===== config.mk =====
export PLATFORM = sky130hd
export DESIGN_NAME = adaptive_sliding_mode_axis_controller_top
export DESIGN_NICKNAME = d
export VERILOG_FILES = /design/src/design/asmac_pkg.sv /design/src/design/asmac_ctrl.sv /design/src/design/asmac_dp.sv /design/src/design/adaptive_sliding_mode_axis_controller_top.sv
export SDC_FILE = /design/constraint.sdc
export NUM_CORES = 2
export LEC_CHECK = 0
export ABC_AREA = 0
export BUFFER_PORTS_ARGS = -buffer_cell sky130_fd_sc_hd__buf_2
export CAP_MARGIN = 25
export CORE_UTILIZATION = 45
export DETAILED_ROUTE_END_ITERATION = 7
export SYNTH_ARGS = -nofsm -noshare
export SYNTH_HDL_FRONTEND = slang
export SYNTH_HIERARCHICAL = 1
export SYNTH_SLANG_ARGS = --single-unit

===== constraint.sdc =====
create_clock -name i_clk -period 11.25 [get_ports i_clk]
set_input_delay 0.5625 -clock i_clk [delete_from_list [all_inputs] [get_ports i_clk]]
set_output_delay 0.5625 -clock i_clk [all_outputs]
set_load 0.01 [all_outputs]

===== src/design/asmac_pkg.sv =====
// ----------------------------------------------------------------------------
// Adaptive sliding-mode axis controller package
// Shared constants, controller states, datapath operations and the command
// and status structures between the controller and the datapath.
// ----------------------------------------------------------------------------
package asmac_pkg;

    localparam int NUM_AXES_DEF = 3;
    localparam int LIM_AXES     = 3;

    localparam int CFG_IW = 3;
    localparam int CFG_DW = 48;

    localparam logic [CFG_IW-1:0] REG_POS_LAST = 3'd5;
    localparam logic [CFG_IW-1:0] REG_SLEW     = 3'd6;

    localparam int WRAP_FULL = 92160;
    localparam int WRAP_HALF = 46080;
    localparam int EINT_MAX  = 5898240;
    localparam int GAIN_MIN  = 5120;
    localparam int GAIN_MAX  = 30720;
    localparam int DRIVE_MAX = 76800;
    localparam int S0_Q8     = 640;
    localparam int PHI_Q8    = 3072;
    localparam int SAT_ONE   = 65536;
    localparam int POS_LIMIT = 46080;

    localparam int RECIP3 = 43691;
    localparam int RECIP5 = 3355444;

    typedef enum logic [4:0] {
        S_IDLE, S_CHECK, S_WRAP, S_MEI, S_EINT, S_P, S_MG, S_GAIN, S_MD3, S_Q3,
        S_MGS, S_URAW, S_MD5, S_Q5, S_MUD, S_STEP, S_MSD, S_POS, S_OUT
    } t_state;

    typedef enum logic [4:0] {
        OP_NONE, OP_CAPTURE, OP_PASS, OP_WRAP, OP_EFIX, OP_MEI, OP_EINT, OP_P,
        OP_MG, OP_GAIN, OP_MD3, OP_Q3, OP_MGS, OP_URAW, OP_MD5, OP_Q5, OP_MUD,
        OP_STEP, OP_MSD, OP_POS
    } t_op;

    typedef struct packed {
        t_op op;
    } t_dp_cmd;

    typedef struct packed {
        logic pass;
        logic wrap_ok;
    } t_dp_status;

endpackage


===== src/design/asmac_ctrl.sv =====
// ----------------------------------------------------------------------------
// Adaptive sliding-mode axis controller sequencer
// Steps the datapath through one control update and handles both handshakes.
// ----------------------------------------------------------------------------
module asmac_ctrl (
    input  logic                  i_clk,
    input  logic                  i_rst_n,
    input  logic                  i_in_valid,
    output logic                  o_in_stall,
    output logic                  o_out_valid,
    input  logic                  i_out_stall,
    input  asmac_pkg::t_dp_status i_status,
    output asmac_pkg::t_dp_cmd    o_cmd
);
    import asmac_pkg::*;

    t_state r_state;
    t_state n_state;

    always_ff @(posedge i_clk) begin
        if (!i_rst_n) begin
            r_state <= S_IDLE;
        end else begin
            r_state <= n_state;
        end
    end

    always_comb begin
        n_state = r_state;
        case (r_state)
            S_IDLE:  n_state = i_in_valid ? S_CHECK : S_IDLE;
            S_CHECK: n_state = i_status.pass ? S_OUT : S_WRAP;
            S_WRAP:  n_state = i_status.wrap_ok ? S_MEI : S_WRAP;
            S_MEI:   n_state = S_EINT;
            S_EINT:  n_state = S_P;
            S_P:     n_state = S_MG;
            S_MG:    n_state = S_GAIN;
            S_GAIN:  n_state = S_MD3;
            S_MD3:   n_state = S_Q3;
            S_Q3:    n_state = S_MGS;
            S_MGS:   n_state = S_URAW;
            S_URAW:  n_state = S_MD5;
            S_MD5:   n_state = S_Q5;
            S_Q5:    n_state = S_MUD;
            S_MUD:   n_state = S_STEP;
            S_STEP:  n_state = S_MSD;
            S_MSD:   n_state = S_POS;
            S_POS:   n_state = S_OUT;
            S_OUT:   n_state = i_out_stall ? S_OUT : S_IDLE;
            default: n_state = S_IDLE;
        endcase
    end

    always_comb begin
        o_cmd.op    = OP_NONE;
        o_in_stall  = 1'b1;
        o_out_valid = 1'b0;
        case (r_state)
            S_IDLE: begin
                o_in_stall = 1'b0;
                o_cmd.op   = i_in_valid ? OP_CAPTURE : OP_NONE;
            end
            S_CHECK: o_cmd.op = i_status.pass ? OP_PASS : OP_NONE;
            S_WRAP:  o_cmd.op = i_status.wrap_ok ? OP_EFIX : OP_WRAP;
            S_MEI:   o_cmd.op = OP_MEI;
            S_EINT:  o_cmd.op = OP_EINT;
            S_P:     o_cmd.op = OP_P;
            S_MG:    o_cmd.op = OP_MG;
            S_GAIN:  o_cmd.op = OP_GAIN;
            S_MD3:   o_cmd.op = OP_MD3;
            S_Q3:    o_cmd.op = OP_Q3;
            S_MGS:   o_cmd.op = OP_MGS;
            S_URAW:  o_cmd.op = OP_URAW;
            S_MD5:   o_cmd.op = OP_MD5;
            S_Q5:    o_cmd.op = OP_Q5;
            S_MUD:   o_cmd.op = OP_MUD;
            S_STEP:  o_cmd.op = OP_STEP;
            S_MSD:   o_cmd.op = OP_MSD;
            S_POS:   o_cmd.op = OP_POS;
            S_OUT:   o_out_valid = 1'b1;
            default: o_cmd.op = OP_NONE;
        endcase
    end

endmodule


===== src/design/asmac_dp.sv =====
// ----------------------------------------------------------------------------
// Adaptive sliding-mode axis controller datapath
// Per-axis state, limit registers and one shared registered multiplier that
// carries every product and reciprocal division of the update.
// ----------------------------------------------------------------------------
module asmac_dp #(
    parameter int NUM_AXES = asmac_pkg::NUM_AXES_DEF
) (
    input  logic                          i_clk,
    input  logic                          i_rst_n,
    input  asmac_pkg::t_dp_cmd            i_cmd,
    output asmac_pkg::t_dp_status         o_status,
    input  logic                          i_cfg_we,
    input  logic [asmac_pkg::CFG_IW-1:0]  i_cfg_index,
    input  logic [asmac_pkg::CFG_DW-1:0]  i_cfg_data,
    input  logic [1:0]                    i_axis_index,
    input  logic signed [16:0]            i_measured_angle,
    input  logic signed [19:0]            i_angular_rate,
    input  logic signed [16:0]            i_reference_angle,
    input  logic [15:0]                   i_time_step,
    output logic signed [16:0]            o_position_command
);
    import asmac_pkg::*;

    localparam int AW = (NUM_AXES > 1) ? $clog2(NUM_AXES) : 1;

    logic signed [16:0] r_lo [LIM_AXES];
    logic signed [16:0] r_hi [LIM_AXES];
    logic [47:0]        r_slew;

    logic signed [23:0] r_eint [NUM_AXES];
    logic [14:0]        r_gain [NUM_AXES];
    logic signed [17:0] r_fd   [NUM_AXES];
    logic signed [16:0] r_cmd  [NUM_AXES];
    logic [NUM_AXES-1:0] r_started;

    logic [1:0]         r_ax;
    logic signed [16:0] r_meas;
    logic signed [19:0] r_rate;
    logic [15:0]        r_dt;
    logic signed [19:0] r_e;
    logic signed [21:0] r_p;
    logic signed [21:0] r_s;
    logic [21:0]        r_y;
    logic               r_neg;
    logic signed [17:0] r_sat;
    logic signed [17:0] r_u;
    logic signed [17:0] r_step;
    logic signed [48:0] r_prod;
    logic signed [16:0] r_out;

    logic [AW-1:0]      w_ai;
    logic signed [16:0] w_lo, w_hi, w_cmd;
    logic [15:0]        w_slew;
    logic signed [23:0] w_eint;
    logic [14:0]        w_gain;
    logic signed [17:0] w_fd;
    logic signed [24:0] w_ma;
    logic signed [23:0] w_mb;
    logic signed [48:0] w_rp8, w_rp16;
    logic [21:0]        w_dt60;
    logic signed [48:0] w_esum;
    logic signed [23:0] w_eint_new;
    logic signed [23:0] w_eint_r7;
    logic signed [21:0] w_e22, w_p;
    logic signed [21:0] w_abs_s;
    logic signed [22:0] w_sm;
    logic signed [48:0] w_gsum;
    logic [14:0]        w_gain_new;
    logic [21:0]        w_q3, w_q5, w_qa3, w_qa5;
    logic [23:0]        w_t3, w_t5;
    logic signed [17:0] w_sat;
    logic signed [21:0] w_uraw;
    logic signed [22:0] w_x, w_absx;
    logic signed [22:0] w_uq;
    logic signed [17:0] w_u;
    logic signed [18:0] w_ms, w_st, w_pos;
    logic signed [16:0] w_pos_new;
    logic signed [16:0] w_seed;

    assign w_ai   = AW'(r_ax);
    assign w_lo   = r_lo[r_ax];
    assign w_hi   = r_hi[r_ax];
    assign w_slew = r_slew[{r_ax, 4'b0000} +: 16];
    assign w_eint = r_eint[w_ai];
    assign w_gain = r_gain[w_ai];
    assign w_fd   = r_fd[w_ai];
    assign w_cmd  = r_cmd[w_ai];

    assign o_status.pass    = (32'(r_ax) >= NUM_AXES) || (32'(r_ax) >= LIM_AXES)
                              || (r_dt == 16'd0);
    assign o_status.wrap_ok = (r_e >= 20'sd0) && (r_e < 20'(WRAP_FULL));
    assign o_position_command = r_out;

    always_comb begin
        w_ma = '0;
        w_mb = '0;
        case (i_cmd.op)
            OP_MEI: begin
                w_ma = 25'(r_e);
                w_mb = {8'b0, r_dt};
            end
            OP_MG: begin
                w_ma = 25'(w_sm);
                w_mb = {2'b0, w_dt60};
            end
            OP_MD3: begin
                w_ma = {3'b0, r_y};
                w_mb = 24'(RECIP3);
            end
            OP_MD5: begin
                w_ma = {3'b0, r_y};
                w_mb = 24'(RECIP5);
            end
            OP_MGS: begin
                w_ma = 25'(r_sat);
                w_mb = {9'b0, w_gain};
            end
            OP_MUD: begin
                w_ma = 25'(r_u);
                w_mb = {8'b0, r_dt};
            end
            OP_MSD: begin
                w_ma = {9'b0, w_slew};
                w_mb = {8'b0, r_dt};
            end
            default: begin
                w_ma = '0;
                w_mb = '0;
            end
        endcase
    end

    always_comb begin
        w_rp8  = (r_prod + 49'sd128) >>> 8;
        w_rp16 = (r_prod + 49'sd32768) >>> 16;
        w_dt60 = {r_dt, 6'b0} - {4'b0, r_dt, 2'b0};

        w_esum = 49'(w_eint) + w_rp8;
        if (w_esum < -49'(EINT_MAX)) begin
            w_eint_new = -24'(EINT_MAX);
        end else if (w_esum > 49'(EINT_MAX)) begin
            w_eint_new = 24'(EINT_MAX);
        end else begin
            w_eint_new = w_esum[23:0];
        end

        w_eint_r7 = (w_eint + 24'sd64) >>> 7;
        w_e22     = 22'(r_e);
        w_p       = (w_e22 <<< 2) + (w_e22 <<< 1) + 22'(w_eint_r7);
        w_abs_s   = (r_s < 22'sd0) ? -r_s : r_s;
        w_sm      = 23'(w_abs_s) - 23'(S0_Q8);

        w_gsum = $signed({34'b0, w_gain}) + w_rp16;
        if (w_gsum < 49'(GAIN_MIN)) begin
            w_gain_new = 15'(GAIN_MIN);
        end else if (w_gsum > 49'(GAIN_MAX)) begin
            w_gain_new = 15'(GAIN_MAX);
        end else begin
            w_gain_new = w_gsum[14:0];
        end

        w_q3  = r_prod[38:17];
        w_t3  = {2'b0, r_y} - ({1'b0, w_q3, 1'b0} + {2'b0, w_q3});
        w_qa3 = w_t3[23] ? (w_q3 - 22'd1) : w_q3;
        if (r_s >= 22'(PHI_Q8)) begin
            w_sat = 18'(SAT_ONE);
        end else if (r_s <= -22'(PHI_Q8)) begin
            w_sat = -18'(SAT_ONE);
        end else if (r_s < 22'sd0) begin
            w_sat = -$signed(w_qa3[17:0]);
        end else begin
            w_sat = $signed(w_qa3[17:0]);
        end

        w_uraw = r_p + 22'(w_rp16);
        w_x    = (23'(w_fd) <<< 2) + 23'(w_uraw);
        w_absx = (w_x < 23'sd0) ? -w_x : w_x;

        w_q5  = r_prod[45:24];
        w_t5  = {2'b0, r_y} - ({w_q5, 2'b0} + {2'b0, w_q5});
        w_qa5 = w_t5[23] ? (w_q5 - 22'd1) : w_q5;
        w_uq  = r_neg ? -$signed({1'b0, w_qa5}) : $signed({1'b0, w_qa5});
        if (w_uq < -23'(DRIVE_MAX)) begin
            w_u = -18'(DRIVE_MAX);
        end else if (w_uq > 23'(DRIVE_MAX)) begin
            w_u = 18'(DRIVE_MAX);
        end else begin
            w_u = w_uq[17:0];
        end

        w_ms = 19'(w_rp16);
        if (19'(r_step) < -w_ms) begin
            w_st = -w_ms;
        end else if (19'(r_step) > w_ms) begin
            w_st = w_ms;
        end else begin
            w_st = 19'(r_step);
        end
        w_pos = 19'(w_cmd) + w_st;
        if (w_pos < 19'(w_lo)) begin
            w_pos_new = w_lo;
        end else if (w_pos > 19'(w_hi)) begin
            w_pos_new = w_hi;
        end else begin
            w_pos_new = w_pos[16:0];
        end

        if (r_meas < w_lo) begin
            w_seed = w_lo;
        end else if (r_meas > w_hi) begin
            w_seed = w_hi;
        end else begin
            w_seed = r_meas;
        end
    end

    always_ff @(posedge i_clk) begin
        if (!i_rst_n) begin
            for (int i = 0; i < LIM_AXES; i++) begin
                r_lo[i] <= -17'(POS_LIMIT);
                r_hi[i] <= 17'(POS_LIMIT);
            end
            r_slew <= '1;
        end else if (i_cfg_we) begin
            if (i_cfg_index <= REG_POS_LAST) begin
                if (i_cfg_index[0]) begin
                    r_hi[i_cfg_index[2:1]] <= $signed(i_cfg_data[16:0]);
                end else begin
                    r_lo[i_cfg_index[2:1]] <= $signed(i_cfg_data[16:0]);
                end
            end else if (i_cfg_index == REG_SLEW) begin
                r_slew <= i_cfg_data;
            end
        end
    end

    always_ff @(posedge i_clk) begin
        if (!i_rst_n) begin
            r_started <= '0;
            for (int i = 0; i < NUM_AXES; i++) begin
                r_eint[i] <= '0;
                r_gain[i] <= 15'(GAIN_MIN);
                r_fd[i]   <= '0;
                r_cmd[i]  <= '0;
            end
        end else begin
            case (i_cmd.op)
                OP_EFIX: begin
                    if (!r_started[w_ai]) begin
                        r_started[w_ai] <= 1'b1;
                        r_cmd[w_ai]     <= w_seed;
                    end
                end
                OP_EINT: r_eint[w_ai] <= w_eint_new;
                OP_GAIN: r_gain[w_ai] <= w_gain_new;
                OP_Q5:   r_fd[w_ai]   <= w_u;
                OP_POS:  r_cmd[w_ai]  <= w_pos_new;
                default: r_started    <= r_started;
            endcase
        end
    end

    always_ff @(posedge i_clk) begin
        r_prod <= w_ma * w_mb;
        case (i_cmd.op)
            OP_CAPTURE: begin
                r_ax   <= i_axis_index;
                r_meas <= i_measured_angle;
                r_rate <= i_angular_rate;
                r_dt   <= i_time_step;
                r_e    <= 20'(i_reference_angle) - 20'(i_measured_angle) + 20'(WRAP_HALF);
            end
            OP_PASS: r_out <= r_meas;
            OP_WRAP: begin
                if (r_e < 20'sd0) begin
                    r_e <= r_e + 20'(WRAP_FULL);
                end else begin
                    r_e <= r_e - 20'(WRAP_FULL);
                end
            end
            OP_EFIX: r_e <= r_e - 20'(WRAP_HALF);
            OP_P: begin
                r_p <= w_p;
                r_s <= w_p - 22'(r_rate);
            end
            OP_GAIN: r_y <= {4'b0, w_abs_s[11:0], 6'b0} + 22'd1;
            OP_Q3:   r_sat <= w_sat;
            OP_URAW: begin
                r_neg <= w_x < 23'sd0;
                r_y   <= w_absx[21:0] + 22'd2;
            end
            OP_Q5:   r_u <= w_u;
            OP_STEP: r_step <= w_rp16[17:0];
            OP_POS:  r_out <= w_pos_new;
            default: r_out <= r_out;
        endcase
    end

endmodule


===== src/design/adaptive_sliding_mode_axis_controller_top.sv =====
// ----------------------------------------------------------------------------
// Adaptive sliding-mode axis controller
// Three-axis fixed-point adaptive sliding-mode position controller.
// ----------------------------------------------------------------------------
// The block takes one item at a time. A pass-through item (invalid axis or
// zero time step) is checked and its measured angle is registered as the
// result. A control update goes from the check through the wrap of the angle
// error and a sequence of steps in which every product and both rounding
// divisions go in turn through a single shared multiplier, then presents the
// result. The next item is taken once the result beat has been taken.
// Configuration writes are always accepted.
module adaptive_sliding_mode_axis_controller_top #(
    parameter int NUM_AXES = asmac_pkg::NUM_AXES_DEF
) (
    input  logic                          i_clk,
    input  logic                          i_rst_n,
    input  logic                          i_in_valid,
    output logic                          o_in_stall,
    input  logic [1:0]                    i_axis_index,
    input  logic signed [16:0]            i_measured_angle,
    input  logic signed [19:0]            i_angular_rate,
    input  logic signed [16:0]            i_reference_angle,
    input  logic [15:0]                   i_time_step,
    output logic                          o_out_valid,
    input  logic                          i_out_stall,
    output logic signed [16:0]            o_position_command,
    input  logic                          i_cfg_valid,
    output logic                          o_cfg_ready,
    input  logic [asmac_pkg::CFG_IW-1:0]  i_cfg_index,
    input  logic [asmac_pkg::CFG_DW-1:0]  i_cfg_data
);
    import asmac_pkg::*;

    t_dp_cmd    w_cmd;
    t_dp_status w_status;

    assign o_cfg_ready = 1'b1;

    asmac_ctrl u_ctrl (
        .i_clk       (i_clk),
        .i_rst_n     (i_rst_n),
        .i_in_valid  (i_in_valid),
        .o_in_stall  (o_in_stall),
        .o_out_valid (o_out_valid),
        .i_out_stall (i_out_stall),
        .i_status    (w_status),
        .o_cmd       (w_cmd)
    );

    asmac_dp #(
        .NUM_AXES (NUM_AXES)
    ) u_dp (
        .i_clk              (i_clk),
        .i_rst_n            (i_rst_n),
        .i_cmd              (w_cmd),
        .o_status           (w_status),
        .i_cfg_we           (i_cfg_valid & o_cfg_ready),
        .i_cfg_index        (i_cfg_index),
        .i_cfg_data         (i_cfg_data),
        .i_axis_index       (i_axis_index),
        .i_measured_angle   (i_measured_angle),
        .i_angular_rate     (i_angular_rate),
        .i_reference_angle  (i_reference_angle),
        .i_time_step        (i_time_step),
        .o_position_command (o_position_command)
    );

endmodule


Word level (Yosys, flattened, before mapping)
Memories as Yosys holds them, arrays and structs flattened. A register that Yosys moved wholly into a read port is not among the register bits.
Index checks and enable logic that the tools add are counted.
{"block": "totals", "ff_bits": 317, "wordCells": 232, "inputBits": 128, "ramBits": 324, "mem_count": 6}
{"block": "op_classes", "mul": 1, "n_lt_le_gt_ge": 23, "shift": 1, "eq_ne": 38, "bitwise_logic": 4, "n_addsub": 31, "n_reduce_logical": 19, "n_mux": 91}
{"memory": "u_dp.r_eint", "depth": 3, "width": 24, "rd": 1, "rd_clocked_by_memory_dff": 1, "wr": 3, "line": "asmac_dp.sv:31", "rtl": "logic signed [23:0] r_eint [NUM_AXES];"}
{"memory": "u_dp.r_fd", "depth": 3, "width": 18, "rd": 1, "rd_clocked_by_memory_dff": 1, "wr": 3, "line": "asmac_dp.sv:33", "rtl": "logic signed [17:0] r_fd [NUM_AXES];"}
{"memory": "u_dp.r_cmd", "depth": 3, "width": 17, "rd": 1, "rd_clocked_by_memory_dff": 1, "wr": 3, "line": "asmac_dp.sv:34", "rtl": "logic signed [16:0] r_cmd [NUM_AXES];"}
{"memory": "u_dp.r_hi", "depth": 3, "width": 17, "rd": 1, "rd_clocked_by_memory_dff": 1, "wr": 3, "line": "asmac_dp.sv:28", "rtl": "logic signed [16:0] r_hi [LIM_AXES];"}
{"memory": "u_dp.r_lo", "depth": 3, "width": 17, "rd": 1, "rd_clocked_by_memory_dff": 1, "wr": 3, "line": "asmac_dp.sv:27", "rtl": "logic signed [16:0] r_lo [LIM_AXES];"}
{"memory": "u_dp.r_gain", "depth": 3, "width": 15, "rd": 1, "rd_clocked_by_memory_dff": 1, "wr": 3, "line": "asmac_dp.sv:32", "rtl": "logic [14:0] r_gain [NUM_AXES];"}
{"operator": "$pmux 25 s6", "n": 1}
{"operator": "$mux 17", "n": 8}
{"operator": "$pmux 22 s5", "n": 1}
{"operator": "$mux 18", "n": 6}
{"operator": "$pmux 5 s19", "n": 1}
{"operator": "$pmux 5 s18", "n": 1}
{"operator": "$eq 5x4->1 const B", "n": 16}
{"operator": "$mux 24", "n": 3}
{"operator": "$mux 22", "n": 3}
{"operator": "$pmux 20 s3", "n": 1}
{"operator": "$reduce_or 17->1", "n": 3}
{"operator": "$add 48x17->49 const B", "n": 1}
{"operator": "$add 48x9->49 const B", "n": 1}
{"operator": "$gt 49x16->1 const B", "n": 1}
{"operator": "$gt 49x24->1 const B", "n": 1}
{"operator": "$lt 49x14->1 const B", "n": 1}
{"operator": "$lt 49x24->1 const B", "n": 1}
{"operator": "$mul 25x23->48", "n": 1}
{"operator": "$shiftx 48x7->16", "n": 1}
{"operator": "$sub 22x24->24", "n": 2}
{"operator": "$mux 15", "n": 3}
{"operator": "$neg 22->22", "n": 2}
{"operator": "$pmux 22 s2", "n": 1}
{"operator": "$add 24x41->42", "n": 1}
{"operator": "other kinds (74)", "n": 147}

Logic depth before layout (Yosys ltp)
{"block": "depth", "depth_word": 11, "mapped_depth": 51}

By module
The synthesis kept the hierarchy.
{"module": "asmac_dp", "seq_area_each_um2": 21250.4, "instances": 1, "cells_per_inst": 7481, "area_per_inst_um2": 72121.7}
{"module": "asmac_ctrl", "seq_area_each_um2": 100.1, "instances": 1, "cells_per_inst": 57, "area_per_inst_um2": 426.7}
{"module": "adaptive_sliding_mode_axis_controller_top", "seq_area_each_um2": 0.0, "instances": 1, "cells_per_inst": 2, "area_per_inst_um2": 11.3}

Worst setup path after synthesis
Ideal clock, no wire load.
{"block": "synth_timing", "path_type": "register to register", "from": "register u_dp.r_e[12]", "to": "register u_dp.r_prod[40]", "synth_period_minus_slack_ps": 10954, "path_stages_with_launch": 50, "t_required_ps": 11178, "arrival_time_ps": 10882, "setup_ps": 72, "n_path_buf": 5, "slack_ps": 296, "path_cell_list": "edfxtp_1 -> inv_1 -> ha_1 -> a21o_1 -> nand2_1 -> nand2_1 -> a21oi_1 -> o21ai_0 -> o21ai_0 -> or4b_1 -> o21ai_0 -> a21o_1 -> clkbuf_1 -> or3b_1 -> nor2b_1 -> clkbuf_1 -> clkbuf_1 -> buf_1 -> [14 not listed] -> inv_1 -> fa_1 -> inv_1 -> fa_1 -> inv_1 -> ha_1 -> or3_1 -> o21ai_0 -> a21oi_1 -> o311a_1 -> a221o_1 -> a21o_1 -> a31oi_1 -> nor2_1 -> o31ai_1 -> a21oi_1 -> a21oi_1 -> xnor2_1"}
{"item": "from (decl)", "line": "asmac_dp.sv:41", "rtl": "logic signed [19:0] r_e;"}
{"item": "from (signal assigned)", "line": "asmac_dp.sv:272", "rtl": "r_e <= 20'(i_reference_angle) - 20'(i_measured_angle) + 20'(WRAP_HALF);"}
{"item": "from (signal assigned)", "line": "asmac_dp.sv:277", "rtl": "r_e <= r_e + 20'(WRAP_FULL);"}
{"item": "from (signal assigned)", "line": "asmac_dp.sv:279", "rtl": "r_e <= r_e - 20'(WRAP_FULL);"}
{"item": "to (signal assigned)", "line": "asmac_dp.sv:265", "rtl": "r_prod <= w_ma * w_mb;"}
{"item": "to (decl)", "line": "asmac_dp.sv:49", "rtl": "logic signed [48:0] r_prod;"}

==> reports/metrics.csv <==
metric,value,unit
antenna_left,0,
ys_ff_latch,744,
async_flop_share,0,
detail_route.drc_violations,0,
dieArea,163000,sq um
pin_count,148,
clockPowerShare,0.142,
slowest_delay,570,ps
seq_power_share,0.183,
crit_required,11880,ps
design_area,83200,sq um
cts.reportedPaths.clkPinSlew,70,ps
fin_skew,83.3,ps
maxCapViolCount,0,
cpMaxStageDelayCell,fa_1,
grt_max_degree,86,
slew_violations,0,
total_power,20.9,mW
drt_wl_total,268,mm
worstMarginPinSlew,1090,ps
cp-end-kind,register,
hold_viol,0,
clock-sinks,744,
netlist_top_cells_count,"inv_1 (996), nand2_1 (809), nor2_1 (672)",
syn_to_final_growth,14.7,%
nFillCells,14700,
dp_hpwl,221,mm
portBuffers,146,
worstHoldStart,i_measured_angle[9],
hold_class,input port to register,
coreArea,159000,sq um
cts_made_buffers,88,
fin_util,0.522,
synth_edf_count,645,
setup_viol,0,
dr_total_vias,59800,
synth_ff_type,edfxtp_1,
antenna_found_initial,18,
max_freq,92.9,MHz
start_util,0.456,
fin_nets,9412,
netlist_area,72600,sq um
crit_arrival,11390,ps
grt_pass1_vias,58700,
drive_gt1_frac,0.127,
synthCells,7540,
place_area,79500,sq um
finalCritPeriodShare,0.957,
ys_seq_area_frac,0.294,
grt_use_total,0.330,
grt_overflow_total,0,
cts.path.max_buffers,3,
crit_fanout,17,
yosys.area.top_type_share,0.267,
crit_path_start,u_dp/r_e[13],
yosysTopAreaCell,edfxtp_1,
peakVddDrop,0.000346,V
rr_startpoint,u_dp/r_e[13],
ys_warn_count,6,
pwr-share-comb,0.676,
post-synth-top-count-cell,inv_1,
fin_crit,10760,ps
rrSetupSlack,490,ps
synth_area_leaders,"edfxtp_1 (27%), fa_1 (16%), ha_1 (9.9%), inv_1 (5.2%), xnor2_1 (4.5%)",
p_per_area,252,nW/um^2
dp.cells,10100,
power.leakage,36.6,nW
syn_area_per_cell,9.62,sq um
place_congestion,1.04,
p_switching,9.83,mW
cts_root_buf,clkbuf_16,
drt_pass1_iterations,6,
tns,0,ps
post_drt_wl_per_cell,25.9,um
crit_top_cell,fa_1,
cts_tree,built,
slew_headroom,0.268,
viasPerCell,5.78,
grt_pass1_wl,394,mm
path_class,register to register,
clk_latency,760,ps
p_sw_frac,0.469,
die-height,404,um
ys_types,110,
outcome,completed,
core.rowCount,146,
ctsHtreeMaxLevel,3,
die_w,404,um
layout.cells.non_filler,10300,
worst_setup_path_start_kind,register,
intPower,11.1,mW
drt_iter0_markers,6170,
[cells in the final DEF (no fill, tap or decap), drive strengths merged, types with 37 or more instances in the layout]
cell            n
nor2          672
mux4          108
fa            596
nand2b         58
xor2          106
o21bai         37
o21ai         251
o211ai         38
and3           64
dfxtp          99
nand3         177
dlygate4sd3    57
xnor2         371
nand2         809
or3            63
nor2b          67
nor3          191
mux2i          75
ha            577
buf           670
inv          1004
a21oi         254
a21o          106
a211oi         53
a22oi          41
nand4          76
o21a           56
edfxtp        645
clkinv         52
and2          137
clkbuf        107
[metal layers]
metal | share of wire | global-route usage
met3 | 0.085 | 0.0622
met4 | 0.035 | 0.0985
met5 | 0.00029 | 0
met2 | 0.44 | 0.503
met1 | 0.44 | 0.475
[sequential cells by signal, summed over array words and instances (netlist names), 18 cells and up, named ones only]
signal	cells
u_dp/r_s	22
u_dp/r_lo	68
u_dp/r_rate	20
u_dp/r_hi	68
u_dp/r_eint	96
u_dp/r_fd	72
u_dp/r_step	18
u_dp/r_u	18
u_dp/r_cmd	68
u_dp/r_prod	41
u_dp/r_sat	18
u_dp/r_p	22
u_dp/r_gain	60
u_dp/r_slew	48
u_dp/r_e	20
u_dp/r_y	22
[area by class of cell]
type	count	area (sq um)	share of cell area
flip-flops and latches	744	21400	0.257
repair buffers	727	5680	0.0683
clock inverters	59	678	0.00815
diodes	5	12.5	0.000150
well taps	2146	2690	0.0323
multi-input cells	5545	46700	0.561
inverters	1005	3770	0.0454
clock buffers	107	2290	0.0276
[cells by family after synthesis]
| kind of cell | synth area share |
|---|---|
| and+or+nand+nor | 0.160 |
| buffers and inverters | 0.0673 |
| AOI/OAI and AO/OA | 0.111 |
| adders and majority gates | 0.264 |
| DFF | 0.294 |
| xor gates and xnor gates | 0.0579 |
| muxes | 0.0459 |
| other | 0.000104 |
[worst paths after layout]
kind         depth (start not counted)                 to
min reg2reg                          2  u_dp/r_started[0]
min                                  1     u_dp/r_meas[9]
max                                 43    u_dp/r_prod[39]
max reg2reg                         43    u_dp/r_prod[39]
[critical path, delay by kind of cell, from the launching register on]
| kind | cells | cell delay, ps |
|---|---|---|
| buffers and inverters | 9 | 1080 |
| adders and majority gates | 9 | 4020 |
| DFF | 1 | 430 |
| xor gates and xnor gates | 1 | 120 |
| and+or+nand+nor | 10 | 2200 |
| AOI/OAI and AO/OA | 14 | 2780 |
[power groups by stage]
stage                     clock, mW  combinational (mW)  sequential, mW
final                          2.97                14.1            3.83
after global routing           3.12                15.3            3.84
after CTS                      3.02                13.9            3.83
after detailed placement          0                13.8            3.88
after global placement            0                13.6            3.88
after floorplan                   0                8.92            3.75
[timing repair]
item / 4_1_cts / 5_1_grt
gates resized for setup: 0 / 43
buffers inserted: 0 / 5
hold endpoints to repair: 57 / 0
hold buffers: 57 / 0
setup endpoints to repair: 0 / 100
[per-stage QoR]
stage                     hold WS, ps  setup slack, ps
after floorplan                   423              296
after global placement            435              163
after detailed placement          444              131
after CTS                       0.563              101
after global routing             13.5            -15.1
final                            40.4              488
(Power assumes the default switching activity.)
